===== src/hdl/bvrgb_pkg.sv =====
// ----------------------------------------------------------------------------
// bvrgb_pkg
// Shared widths, segment tables and types for the B-V index to RGB converter.
// ----------------------------------------------------------------------------
package bvrgb_pkg;

  localparam int FRAC_BITS  = 12;
  localparam int RECIP_BITS = 16;
  localparam int IDX_W      = 16;
  localparam int OUT_W      = 13;

  // Working width of the index: wide enough for the clamp bounds at any FRAC_BITS.
  localparam int BV_W   = (FRAC_BITS + 4 > IDX_W) ? FRAC_BITS + 4 : IDX_W;
  localparam int D_W    = FRAC_BITS + 1;
  localparam int RCP_W  = RECIP_BITS + 2;
  localparam int C_W    = FRAC_BITS + 2;
  localparam int T_W    = FRAC_BITS + 1;
  localparam int P_W    = D_W + RCP_W;
  localparam int TT_W   = 2 * T_W;
  localparam int C1T_W  = C_W + T_W + 1;
  localparam int C2TT_W = C_W + TT_W + 1;
  localparam int S_W    = C2TT_W + 1;
  localparam int R_W    = S_W - 2 * FRAC_BITS;

  localparam int NCH  = 3;
  localparam int NSTG = 5;

  localparam int CH_RED   = 0;
  localparam int CH_GREEN = 1;
  localparam int CH_BLUE  = 2;

  localparam int STG_SEL = 0;
  localparam int STG_MUL = 1;
  localparam int STG_SQR = 2;
  localparam int STG_C2  = 3;
  localparam int STG_OUT = 4;

  // Coefficients and bounds of one segment.
  typedef struct packed {
    logic signed [BV_W-1:0] start;
    logic [RCP_W-1:0]       rcp;
    logic signed [C_W-1:0]  c0;
    logic signed [C_W-1:0]  c1;
    logic signed [C_W-1:0]  c2;
  } bvrgb_coef_t;

  // Selected segment of one channel, as handed to the polynomial pipe.
  typedef struct packed {
    logic [D_W-1:0]        d;
    logic [RCP_W-1:0]      rcp;
    logic signed [C_W-1:0] c0;
    logic signed [C_W-1:0] c1;
    logic signed [C_W-1:0] c2;
  } bvrgb_seg_t;

  typedef struct packed {
    logic [NSTG-1:0] load;
  } bvrgb_ctl_t;

  // Hundredths to signed fixed point, rounded on the magnitude.
  function automatic int hq(input int k);
    int m;
    int v;
    m = (k < 0) ? -k : k;
    v = ((m << FRAC_BITS) + 50) / 100;
    return (k < 0) ? -v : v;
  endfunction

  function automatic bvrgb_coef_t coef(input int start, input int rcp,
                                       input int c0, input int c1, input int c2);
    bvrgb_coef_t c;
    c.start = BV_W'(start);
    c.rcp   = RCP_W'(rcp);
    c.c0    = C_W'(c0);
    c.c1    = C_W'(c1);
    c.c2    = C_W'(c2);
    return c;
  endfunction

  function automatic bvrgb_seg_t seg_from(input logic signed [BV_W-1:0] bv,
                                          input bvrgb_coef_t c);
    bvrgb_seg_t s;
    logic signed [BV_W-1:0] diff;
    diff  = bv - c.start;
    s.d   = diff[D_W-1:0];
    s.rcp = c.rcp;
    s.c0  = c.c0;
    s.c1  = c.c1;
    s.c2  = c.c2;
    return s;
  endfunction

  localparam int RCP_40  = ((100 << RECIP_BITS) + 40 / 2) / 40;
  localparam int RCP_44  = ((100 << RECIP_BITS) + 44 / 2) / 44;
  localparam int RCP_110 = ((100 << RECIP_BITS) + 110 / 2) / 110;
  localparam int RCP_120 = ((100 << RECIP_BITS) + 120 / 2) / 120;

  localparam logic signed [BV_W-1:0] BV_LO  = BV_W'(hq(-40));
  localparam logic signed [BV_W-1:0] BV_0   = BV_W'(0);
  localparam logic signed [BV_W-1:0] BV_40  = BV_W'(hq(40));
  localparam logic signed [BV_W-1:0] BV_150 = BV_W'(hq(150));
  localparam logic signed [BV_W-1:0] BV_160 = BV_W'(hq(160));
  localparam logic signed [BV_W-1:0] BV_194 = BV_W'(hq(194));
  localparam logic signed [BV_W-1:0] BV_HI  = BV_W'(hq(200));

  localparam bvrgb_coef_t SEG_ONE  = coef(0, 0, hq(100), 0, 0);
  localparam bvrgb_coef_t SEG_ZERO = coef(0, 0, 0, 0, 0);

  localparam bvrgb_coef_t SEG_R0 = coef(hq(-40), RCP_40, hq(61), hq(11), hq(10));
  localparam bvrgb_coef_t SEG_R1 = coef(0, RCP_40, hq(83), hq(17), 0);

  localparam bvrgb_coef_t SEG_G0 = coef(hq(-40), RCP_40, hq(70), hq(7), hq(10));
  localparam bvrgb_coef_t SEG_G1 = coef(0, RCP_40, hq(87), hq(11), 0);
  localparam bvrgb_coef_t SEG_G2 = coef(hq(40), RCP_120, hq(98), hq(-16), 0);
  localparam bvrgb_coef_t SEG_G3 = coef(hq(160), RCP_40, hq(82), 0, hq(-50));

  localparam bvrgb_coef_t SEG_B1 = coef(hq(40), RCP_110, hq(100), hq(-47), hq(10));
  localparam bvrgb_coef_t SEG_B2 = coef(hq(150), RCP_44, hq(63), 0, hq(-60));

endpackage


===== src/hdl/bvrgb_in_if.sv =====
// ----------------------------------------------------------------------------
// bvrgb_in_if
// Input channel: one B-V color index word per handshake.
// ----------------------------------------------------------------------------
interface bvrgb_in_if;
  import bvrgb_pkg::*;

  logic                    valid;
  logic                    ready;
  logic signed [IDX_W-1:0] color_index;

  modport source (output valid, output color_index, input ready);
  modport sink   (input valid, input color_index, output ready);
endinterface


===== src/hdl/bvrgb_out_if.sv =====
// ----------------------------------------------------------------------------
// bvrgb_out_if
// Result channel: red, green and blue levels, one word per handshake.
// ----------------------------------------------------------------------------
interface bvrgb_out_if;
  import bvrgb_pkg::*;

  logic             valid;
  logic             ready;
  logic [OUT_W-1:0] red_level;
  logic [OUT_W-1:0] green_level;
  logic [OUT_W-1:0] blue_level;

  modport source (output valid, output red_level, output green_level,
                  output blue_level, input ready);
  modport sink   (input valid, input red_level, input green_level,
                  input blue_level, output ready);
endinterface


===== src/hdl/bvrgb_seg_sel.sv =====
// ----------------------------------------------------------------------------
// bvrgb_seg_sel
// First pipeline stage: clamps the index and picks each channel's segment.
// ----------------------------------------------------------------------------
module bvrgb_seg_sel (
  input  logic                                     clk,
  input  logic                                     load,
  input  logic signed [bvrgb_pkg::IDX_W-1:0]       color_index,
  output bvrgb_pkg::bvrgb_seg_t [bvrgb_pkg::NCH-1:0] seg_r
);
  import bvrgb_pkg::*;

  logic signed [BV_W-1:0]  bv_ext;
  logic signed [BV_W-1:0]  bv_c;
  bvrgb_seg_t [NCH-1:0]    seg_nxt;

  always_comb begin
    bv_ext = BV_W'(color_index);
    if (bv_ext < BV_LO) begin
      bv_c = BV_LO;
    end else if (bv_ext > BV_HI) begin
      bv_c = BV_HI;
    end else begin
      bv_c = bv_ext;
    end

    // Constant segments carry a zero reciprocal, so their position is zero.
    if (bv_c < BV_0) begin
      seg_nxt[CH_RED] = seg_from(bv_c, SEG_R0);
    end else if (bv_c < BV_40) begin
      seg_nxt[CH_RED] = seg_from(bv_c, SEG_R1);
    end else begin
      seg_nxt[CH_RED] = seg_from(bv_c, SEG_ONE);
    end

    if (bv_c < BV_0) begin
      seg_nxt[CH_GREEN] = seg_from(bv_c, SEG_G0);
    end else if (bv_c < BV_40) begin
      seg_nxt[CH_GREEN] = seg_from(bv_c, SEG_G1);
    end else if (bv_c < BV_160) begin
      seg_nxt[CH_GREEN] = seg_from(bv_c, SEG_G2);
    end else if (bv_c < BV_HI) begin
      seg_nxt[CH_GREEN] = seg_from(bv_c, SEG_G3);
    end else begin
      seg_nxt[CH_GREEN] = seg_from(bv_c, SEG_ZERO);
    end

    if (bv_c < BV_40) begin
      seg_nxt[CH_BLUE] = seg_from(bv_c, SEG_ONE);
    end else if (bv_c < BV_150) begin
      seg_nxt[CH_BLUE] = seg_from(bv_c, SEG_B1);
    end else if (bv_c < BV_194) begin
      seg_nxt[CH_BLUE] = seg_from(bv_c, SEG_B2);
    end else begin
      seg_nxt[CH_BLUE] = seg_from(bv_c, SEG_ZERO);
    end
  end

  always_ff @(posedge clk) begin
    if (load) begin
      seg_r <= seg_nxt;
    end
  end

endmodule


===== src/hdl/bvrgb_chan.sv =====
// ----------------------------------------------------------------------------
// bvrgb_chan
// Four-stage polynomial pipe for one channel: position, square, scale, round.
// ----------------------------------------------------------------------------
module bvrgb_chan (
  input  logic                          clk,
  input  bvrgb_pkg::bvrgb_ctl_t         ctl,
  input  bvrgb_pkg::bvrgb_seg_t         seg,
  output logic [bvrgb_pkg::OUT_W-1:0]   level_r
);
  import bvrgb_pkg::*;

  localparam logic [P_W:0]          T_HALF = (P_W + 1)'(1) << (RECIP_BITS - 1);
  localparam logic signed [S_W-1:0] S_HALF = S_W'(1) << (2 * FRAC_BITS - 1);
  localparam logic [R_W-1:0]        R_ONE  = R_W'(1) << FRAC_BITS;

  // Stage: reciprocal product
  logic [P_W-1:0]          prod_r;
  logic [P_W-1:0]          prod_nxt;
  logic signed [C_W-1:0]   c0_1_r;
  logic signed [C_W-1:0]   c1_1_r;
  logic signed [C_W-1:0]   c2_1_r;

  // Stage: t squared and c1 * t
  logic [P_W:0]             t_sum;
  logic [T_W-1:0]           t;
  logic [TT_W-1:0]          tt_r;
  logic [TT_W-1:0]          tt_nxt;
  logic signed [C1T_W-1:0]  c1t_r;
  logic signed [C1T_W-1:0]  c1t_nxt;
  logic signed [C_W-1:0]    c0_2_r;
  logic signed [C_W-1:0]    c2_2_r;

  // Stage: c2 * t * t and the linear part
  logic signed [C2TT_W-1:0] c2tt_r;
  logic signed [C2TT_W-1:0] c2tt_nxt;
  logic signed [S_W-1:0]    base_r;
  logic signed [S_W-1:0]    base_nxt;

  // Stage: round and limit
  logic signed [S_W-1:0]    sum;
  logic signed [S_W-1:0]    rnd_sum;
  logic [R_W-1:0]           rnd;
  logic [R_W-1:0]           lvl;
  logic [OUT_W-1:0]         level_nxt;

  always_comb begin
    prod_nxt = P_W'(seg.d) * P_W'(seg.rcp);

    t_sum   = {1'b0, prod_r} + T_HALF;
    t       = t_sum[RECIP_BITS +: T_W];
    tt_nxt  = TT_W'(t) * TT_W'(t);
    c1t_nxt = C1T_W'(c1_1_r) * $signed(C1T_W'(t));

    c2tt_nxt = C2TT_W'(c2_2_r) * $signed(C2TT_W'(tt_r));
    base_nxt = (S_W'(c0_2_r) <<< (2 * FRAC_BITS)) + (S_W'(c1t_r) <<< FRAC_BITS);

    sum     = base_r + S_W'(c2tt_r);
    rnd_sum = sum + S_HALF;
    rnd     = rnd_sum[2 * FRAC_BITS +: R_W];
    if (sum <= S_W'(0)) begin
      lvl = '0;
    end else if (rnd > R_ONE) begin
      lvl = R_ONE;
    end else begin
      lvl = rnd;
    end
    level_nxt = lvl[OUT_W-1:0];
  end

  always_ff @(posedge clk) begin
    if (ctl.load[STG_MUL]) begin
      prod_r <= prod_nxt;
      c0_1_r <= seg.c0;
      c1_1_r <= seg.c1;
      c2_1_r <= seg.c2;
    end
    if (ctl.load[STG_SQR]) begin
      tt_r   <= tt_nxt;
      c1t_r  <= c1t_nxt;
      c0_2_r <= c0_1_r;
      c2_2_r <= c2_1_r;
    end
    if (ctl.load[STG_C2]) begin
      c2tt_r <= c2tt_nxt;
      base_r <= base_nxt;
    end
    if (ctl.load[STG_OUT]) begin
      level_r <= level_nxt;
    end
  end

endmodule


===== src/hdl/bv_index_to_rgb_core.sv =====
// ----------------------------------------------------------------------------
// bv_index_to_rgb_core
// B-V color index to red, green and blue levels, five-stage pipeline.
//
//   Channel   Dir   Payload                                 Word
//   in_ch     in    color_index (s16, 12 fraction bits)     one index
//   out_ch    out   red/green/blue_level (u13, 4096 = 1.0)  one color
//
// One word enters per cycle unless every stage is full and the output is stalled.
// The stages are segment select, reciprocal multiply, square and linear term,
// quadratic term, then sum, round and limit; the multipliers set the depth.
// Reset clears the stage valid bits only; data registers are not reset.
// Each stage holds while the next one is full and stalled, so bubbles close
// up and input is still taken while a finished word waits at the output.
// ----------------------------------------------------------------------------
module bv_index_to_rgb_core (
  input  logic        clk,
  input  logic        rst_n,
  bvrgb_in_if.sink    in_ch,
  bvrgb_out_if.source out_ch
);
  import bvrgb_pkg::*;

  logic [NSTG-1:0]      vld_r;
  logic [NSTG-1:0]      vld_nxt;
  logic [NSTG-1:0]      rdy;
  bvrgb_ctl_t           ctl;
  bvrgb_seg_t [NCH-1:0] seg_r;
  logic                 in_fire;
  logic                 out_fire;

  always_comb begin
    rdy[NSTG-1] = !vld_r[NSTG-1] || out_ch.ready;
    for (int i = NSTG - 2; i >= 0; i--) begin
      rdy[i] = !vld_r[i] || rdy[i+1];
    end

    ctl.load[0] = rdy[0] && in_ch.valid;
    vld_nxt[0]  = rdy[0] ? in_ch.valid : vld_r[0];
    for (int i = 1; i < NSTG; i++) begin
      ctl.load[i] = rdy[i] && vld_r[i-1];
      vld_nxt[i]  = rdy[i] ? vld_r[i-1] : vld_r[i];
    end
  end

  always_ff @(posedge clk) begin
    if (!rst_n) begin
      vld_r <= '0;
    end else begin
      vld_r <= vld_nxt;
    end
  end

  assign in_ch.ready  = rdy[0];
  assign out_ch.valid = vld_r[NSTG-1];
  assign in_fire      = in_ch.valid && in_ch.ready;
  assign out_fire     = out_ch.valid && out_ch.ready;

  bvrgb_seg_sel u_sel (
    .clk         (clk),
    .load        (ctl.load[STG_SEL]),
    .color_index (in_ch.color_index),
    .seg_r       (seg_r)
  );

  bvrgb_chan u_red (
    .clk     (clk),
    .ctl     (ctl),
    .seg     (seg_r[CH_RED]),
    .level_r (out_ch.red_level)
  );

  bvrgb_chan u_green (
    .clk     (clk),
    .ctl     (ctl),
    .seg     (seg_r[CH_GREEN]),
    .level_r (out_ch.green_level)
  );

  bvrgb_chan u_blue (
    .clk     (clk),
    .ctl     (ctl),
    .seg     (seg_r[CH_BLUE]),
    .level_r (out_ch.blue_level)
  );

  // An accepted index always occupies the first stage in the next cycle.
  a_in_enters: assert property (@(posedge clk) disable iff (!rst_n)
    in_fire |=> vld_r[STG_SEL])
    else $error("accepted index did not enter the pipeline");

  // A full first stage whose successor has room moves forward.
  a_stage_moves: assert property (@(posedge clk) disable iff (!rst_n)
    (vld_r[STG_SEL] && rdy[STG_MUL]) |=> vld_r[STG_MUL])
    else $error("first stage word was not passed on");

  // Words in flight change only by accepted inputs and delivered outputs.
  a_conserve: assert property (@(posedge clk) disable iff (!rst_n)
    rst_n |=> ($countones(vld_r) ==
               $past($countones(vld_r)) + $past(32'(in_fire)) - $past(32'(out_fire))))
    else $error("pipeline lost or duplicated a word");

endmodule

===== src/flat_wrapper.sv =====
// flat-port wrapper written by rule: the top's interface ports become plain ports
module bv_index_to_rgb_core_flat import bvrgb_pkg::*;
  (clk, rst_n, in_ch_valid, in_ch_color_index, in_ch_ready, out_ch_valid, out_ch_red_level, out_ch_green_level, out_ch_blue_level, out_ch_ready);
  bvrgb_in_if in_ch_i ();
  bvrgb_out_if out_ch_i ();
  input  logic clk;
  input  logic rst_n;
  input wire logic [$bits(in_ch_i.valid)-1:0] in_ch_valid;
  input wire logic [$bits(in_ch_i.color_index)-1:0] in_ch_color_index;
  output wire logic [$bits(in_ch_i.ready)-1:0] in_ch_ready;
  output wire logic [$bits(out_ch_i.valid)-1:0] out_ch_valid;
  output wire logic [$bits(out_ch_i.red_level)-1:0] out_ch_red_level;
  output wire logic [$bits(out_ch_i.green_level)-1:0] out_ch_green_level;
  output wire logic [$bits(out_ch_i.blue_level)-1:0] out_ch_blue_level;
  input wire logic [$bits(out_ch_i.ready)-1:0] out_ch_ready;
  assign in_ch_i.valid = in_ch_valid;
  assign in_ch_i.color_index = in_ch_color_index;
  assign in_ch_ready = in_ch_i.ready;
  assign out_ch_valid = out_ch_i.valid;
  assign out_ch_red_level = out_ch_i.red_level;
  assign out_ch_green_level = out_ch_i.green_level;
  assign out_ch_blue_level = out_ch_i.blue_level;
  assign out_ch_i.ready = out_ch_ready;
  bv_index_to_rgb_core u_core (.clk(clk), .rst_n(rst_n), .in_ch(in_ch_i), .out_ch(out_ch_i));
endmodule

===== config.mk =====
export PLATFORM = sky130hd
export DESIGN_NAME = bv_index_to_rgb_core_flat
export DESIGN_NICKNAME = d
export VERILOG_FILES = /design/src/hdl/bvrgb_pkg.sv /design/src/hdl/bvrgb_in_if.sv /design/src/hdl/bvrgb_out_if.sv /design/src/hdl/bvrgb_seg_sel.sv /design/src/hdl/bvrgb_chan.sv /design/src/hdl/bv_index_to_rgb_core.sv /design/src/flat_wrapper.sv
export SDC_FILE = /design/constraint.sdc
export NUM_CORES = 2
export LEC_CHECK = 0
export ABC_AREA = 1
export BUFFER_PORTS_ARGS = -buffer_cell sky130_fd_sc_hd__buf_2
export CORE_ASPECT_RATIO = 0.9
export CORE_MARGIN = 10
export CORE_UTILIZATION = 45
export CTS_CLUSTER_DIAMETER = 200
export DETAILED_ROUTE_END_ITERATION = 6
export PLACE_DENSITY_LB_ADDON = 0.2
export SYNTH_ARGS = -nofsm -noshare
export SYNTH_HDL_FRONTEND = slang
export SYNTH_SLANG_ARGS = --single-unit

===== constraint.sdc =====
create_clock -name clk -period 10.09 [get_ports clk]
set_clock_uncertainty 0.15 [all_clocks]
set_input_delay 2.018 -clock clk [delete_from_list [all_inputs] [get_ports clk]]
set_output_delay 2.018 -clock clk [all_outputs]
set_load 0.03 [all_outputs]

; ---- After elaboration in Yosys (flattened, before gate mapping)
; Cells that the tools add are included.
; W data, S select, Z words.
[totals]
regBits = 971
input_bits = 20
output_inout_bits = 41
wordCells = 141
[op_classes]
addsub = 16
n_mul = 12
magnitude_cmp = 14
muxes = 14
reduce_logical = 21
[op_table]
columns = operator, n
row1 = $mux W73, 8
row2 = $add A42 B25 Y42 const B, 3
row3 = $add A42 B41 Y42, 3
row4 = $le A42 B1 Y1 const B, 3
row5 = $add A38 B40 Y41, 3
row6 = $mul A14 B27 Y41, 3
row7 = $add A29 B16 Y29 const B, 3
row8 = $mul A13 B18 Y29, 3
row9 = $mul A14 B14 Y28, 3
row10 = $mul A13 B13 Y26, 3
row11 = $mux W60, 1
row12 = $gt A18 B13 Y1 const B, 3
row13 = $sub A13 B12 Y13 const B, 4
row14 = $lt A16 B14 Y1 const B, 3
row15 = $mux W13, 3
row16 = $lt A16 B12 Y1 const B, 2
row17 = $mux W16, 2
row18 = $gt A16 B15 Y1 const B, 1
row19 = $lt A16 B1 Y1 const B, 1
row20 = $lt A16 B15 Y1 const B, 1
row21 = $reduce_or A2 Y1, 5
row22 = $logic_and A1 B1 Y1, 5
row23 = $logic_not A1 Y1, 5
row24 = $logic_or A1 B1 Y1, 5
row25 = $reduce_or A3 Y1, 1

; ---- Longest topological paths before layout
[logic_depth]
depth_word = 8
ltp_mapped = 39
ltp_nobuf = 38

; ---- Cells and area by module
; From an unflattened synthesis, not the netlist that was laid out.
[unflattened]
hier_cells = 15000
area_unflattened_um2 = 127234.5
[by_module_without_submodules]
columns = module, instances, cells_each, area_per_inst_um2, seq_area_each_um2
row1 = bvrgb_chan (u_core.u_red), 1, 4807, 40856.7, 6606.3
row2 = bvrgb_chan (u_core.u_green), 1, 4803, 40770.4, 6606.3
row3 = bvrgb_chan (u_core.u_blue), 1, 4801, 40737.8, 6606.3
row4 = bvrgb_seg_sel, 1, 558, 4644.5, 1681.6
row5 = bv_index_to_rgb_core, 1, 31, 225.2, 100.1

; ---- Worst setup path before layout
; No wires, ideal clock.
[synth_timing]
path_type = in2reg
start = input out_ch_ready
end = register u_core.u_blue.base_r[12] (enable)
setup_ns = 0.551
arrival_time_ns = 6.090
required_time_ns = 9.389
slack_ns = 3.300
cell_stages = 6
n_path_buf = 0
cell_sequence = nor2_1 > inv_1 > nor2_1 > inv_1 > nand2_1 > inv_1
[synth_rtl]
columns = element, line
row1 = from (decl), flat_wrapper.sv:15  ; input wire logic [$bits(out_ch_i.ready)-1:0] out_ch_ready;
row2 = to (signal assigned), bvrgb_chan.sv:86  ; base_r <= base_nxt;
row3 = to (decl), bvrgb_chan.sv:37  ; logic signed [S_W-1:0] base_r;

; ---- Worst setup path in the final report
[layout_timing]
start = register u_core.u_green.prod_r[15]
end = register u_core.u_green.c1t_r[26] (data pin)
[layout_via]
elab_chain_len = 2
[layout_lines]
columns = element, line
row1 = from (decl), bvrgb_chan.sv:18  ; logic [P_W-1:0] prod_r;
row2 = from (signal assigned), bvrgb_chan.sv:73  ; prod_r <= prod_nxt;
row3 = $add A29 B16 Y29, bvrgb_chan.sv:50  ; t_sum = {1'b0, prod_r} + T_HALF;
row4 = $mul A14 B14 Y28, bvrgb_chan.sv:53  ; c1t_nxt = C1T_W'(c1_1_r) * $signed(C1T_W'(t));
row5 = named net u_core.u_green.c1t_nxt[26], bvrgb_chan.sv:30  ; logic signed [C1T_W-1:0] c1t_nxt;
row6 = to (signal assigned), bvrgb_chan.sv:80  ; c1t_r <= c1t_nxt;
row7 = to (decl), bvrgb_chan.sv:29  ; logic signed [C1T_W-1:0] c1t_r;
; The timed path passes the listed nets, and every way through them passes these cells.
; A chain may end at the register's enable or synchronous reset.

==> impl_metrics.py <==
metrics = {
    "clocking": {
        "cts_sinks": 532,
        "htree_levels": 3,
        "post_cts_resized": 0,
        "post_cts_buffers": 0,
        "cts_root_buf": "clkbuf_16",
        "path_clk_slew_ns": 0.05,
        "max-clock-path-buffers": 3,
        "clk_latency_ns": 0.70,
        "cts_tree": "built",
        "holdBufCountCts": 0,
        "cts_buffers": 69,
    },
    "place": {
        "port_buffers": 60,
        "dpl.hpwl_um": 174000,
        "place_ws_ns": 2.29,
        "place_congestion": 0.902,
    },
    "layout": {
        "drive_gt1_share_pct": 3.91,
        "area_delta_synth_final_pct": 6.67,
        "nets": 12300,
    },
    "run": {
        "drv_cap": 0,
    },
    "global_routing": {
        "grt_usage_pct": 19.6,
        "met3_usage_pct": 2.65,
        "grt_pass1_vias": 63600,
        "grt_max_degree": 73,
        "antenna_found_initial": 6,
        "grt_pass1_wl_um": 333000,
        "grt_overflow": 0,
        "met1_usage_pct": 29.0,
        "use_met2_pct": 30.6,
        "gr-max-usage-layer": "met2",
    },
    "yosys": {
        "synth_area_leaders": "fa_1 (28%), edfxtp_1 (18%), ha_1 (18%)",
        "synth_fp_nets": 12200,
        "synth_edf_count": 527,
        "ys_warn_count": 0,
        "synth.distinct_cells": 61,
        "netlist.top_cell.by_area": "fa_1",
        "synth_ff_type": "edfxtp_1",
        "ys_seq_area_share_pct": 18.6,
        "synthArstFlopShare_pct": 0,
        "synth_most_common_cell": "inv_1",
        "synth_top_area_share_pct": 27.9,
        "synthCells": 9805,
        "ys_top_cells_by_count": "inv_1 (2,576), nand2_1 (1,627), ha_1 (1,217)",
        "synth.avg_cell_area_um2": 8.73,
        "syn_area_um2": 85600,
        "synth-seq-cells": 532,
    },
    "critical_path": {
        "slowest_delay_ns": 0.56,
        "crit_arrival_ns": 8.14,
        "start_kind": "flop",
        "cpMostUsedCell": "inv_1",
        "r2r_end": "u_core.u_green.c1t_r[26]",
        "critPathRequiredTime_ns": 10.39,
        "r2r_cells": 35,
        "critical_path_class": "flop to flop",
        "worstPathMaxFanout": 15,
        "critPathSlowestCell": "fa_1",
        "setup.worst_path.end_class": "flop",
        "worstReg2RegStart": "u_core.u_green.prod_r[15]",
        "crit_start": "u_core.u_green.prod_r[15]",
        "r2r_slack_ns": 2.25,
        "endpoint": "u_core.u_green.c1t_r[26]",
    },
    "detailed_routing": {
        "drtPass1Iterations": 6,
        "routed_wl_um": 201000,
        "drc_errors": 0,
        "vias_per_cell": 4.94,
        "num_vias": 61400,
        "initialDrtViolationCount": 3439,
        "postRouteAntennaNets": 0,
        "wire_per_inst_um": 16.1,
    },
    "die": {
        "die_w_um": 480,
        "die_y_um": 434,
        "io_pins": 61,
        "row_count": 151,
        "core_area_um2": 189000,
        "dieArea_um2": 208000,
        "initial_core_util_pct": 45.4,
    },
    "timing": {
        "worst_slack_ns": 2.25,
        "relSlewSlack_pct": 12.0,
        "maxSlewViolCount": 0,
        "rsz0062_at_grt": "false",
        "whs_ns": 0.266,
        "post-route-period-util_pct": 77.7,
        "hold_viol": 0,
        "setup_viol": 0,
        "post-route-min-period_ns": 7.84,
        "max_freq_mhz": 128,
        "finalSetupTns_ns": 0,
        "max_slew.worst_pin.slew_ns": 1.32,
    },
    "min_path": {
        "min_from": "u_core.u_sel.seg_r[90]",
        "hold_path_class": "flop to flop",
    },
    "run_status": {
        "status": "finished, final reports clean",
    },
}
registers in the layout, indices dropped and copies added, names as in the netlist, 26 cells and up:
| name | cells |
|---|---|
| u_core.u_blue.base_r | 29 |
| u_core.u_blue.c1t_r | 28 |
| u_core.u_blue.c2tt_r | 40 |
| u_core.u_green.base_r | 29 |
| u_core.u_green.c1t_r | 28 |
| u_core.u_green.c2tt_r | 39 |
| u_core.u_red.base_r | 27 |
| u_core.u_red.c1t_r | 26 |
| u_core.u_red.c2tt_r | 35 |
| u_core.u_sel.seg_r | 56 |
stage by stage:
step	cells	cell area (um2)	utilization (%)
after floorplan	9805	85600	-
after global placement	12300	88900	47.1
after detailed placement	12300	88900	47.1
after CTS	12400	91300	48.4
after global routing	12400	91300	48.4
final	12400	91300	48.4
metal layers:
metal	part of all wire [%]	routed length (um)
met1	50	100000
met2	43	87100
met3	4.8	9560
met4	1.8	3520
met5	0	0
layout make-up:
cell class / instances / area [um2]
Sequential cell: 532 / 15900
Inverter: 2592 / 9740
Timing Repair Buffer: 82 / 465
Clock inverter: 44 / 612
Clock buffer: 78 / 1790
Antenna cell: 3 / 7.51
Fill cell: 18100 / 97400
Multi-Input combinational cell: 6592 / 59600
Tap cell: 2524 / 3160
worst max-delay path, delay by kind of cell (launching register included):
kind | cells | cell delay [ns]
XOR/XNOR | 2 | 0.35
AND/OR/NAND/NOR | 12 | 1.66
flip-flops | 1 | 0.40
AO/OA/AOI/OAI | 6 | 1.08
adder cells (fa/ha/maj) | 8 | 3.15
buffers and inverters | 7 | 0.83
worst min-delay path by stage:
stage	cells past startpoint	to	slack [ns]
2_1_floorplan	0	u_core.u_blue.base_r[12]	0.25
3_3_place_gp	0	u_core.u_red.c0_1_r[7]	0.25
3_5_place_dp	0	u_core.u_blue.base_r[21]	0.26
4_1_cts	0	u_core.u_red.base_r[20]	0.27
5_1_grt	0	u_core.u_red.base_r[20]	0.27
6_report	0	u_core.u_red.c0_1_r[7]	0.27
cells in the final DEF (no fill, tap or decap), types with 15 or more instances in the layout:
master and count:
buf_2 60, a31oi_1 33, buf_4 22, nor2_2 61, nor4_1 32, clkbuf_16 70, xnor2_1 115, nand3_1 281
o21bai_1 28, o21a_1 15, o211ai_1 20, a21o_1 23, nand2_2 50, edfxtp_1 527, fa_1 1193, or2_2 26
nor3_1 60, o21ai_0 204, nor2_1 716, xor2_1 275, nand2_1 1627, a21oi_1 401, inv_1 2574, nand4_1 88
ha_1 1217
logic make-up after synthesis:
| family | count (synthesis) | synth area share [%] |
|---|---|---|
| fa+ha+maj | 2410 | 45.7 |
| simple gates | 2995 | 14.7 |
| xor+xnor | 390 | 3.99 |
| compound gates | 797 | 5.22 |
| buf+inv | 2681 | 11.8 |
| flops | 532 | 18.6 |
Power is left out: the tool's default activity adds up to more than one toggle a clock period on the data nets, which glitch-free logic cannot reach.
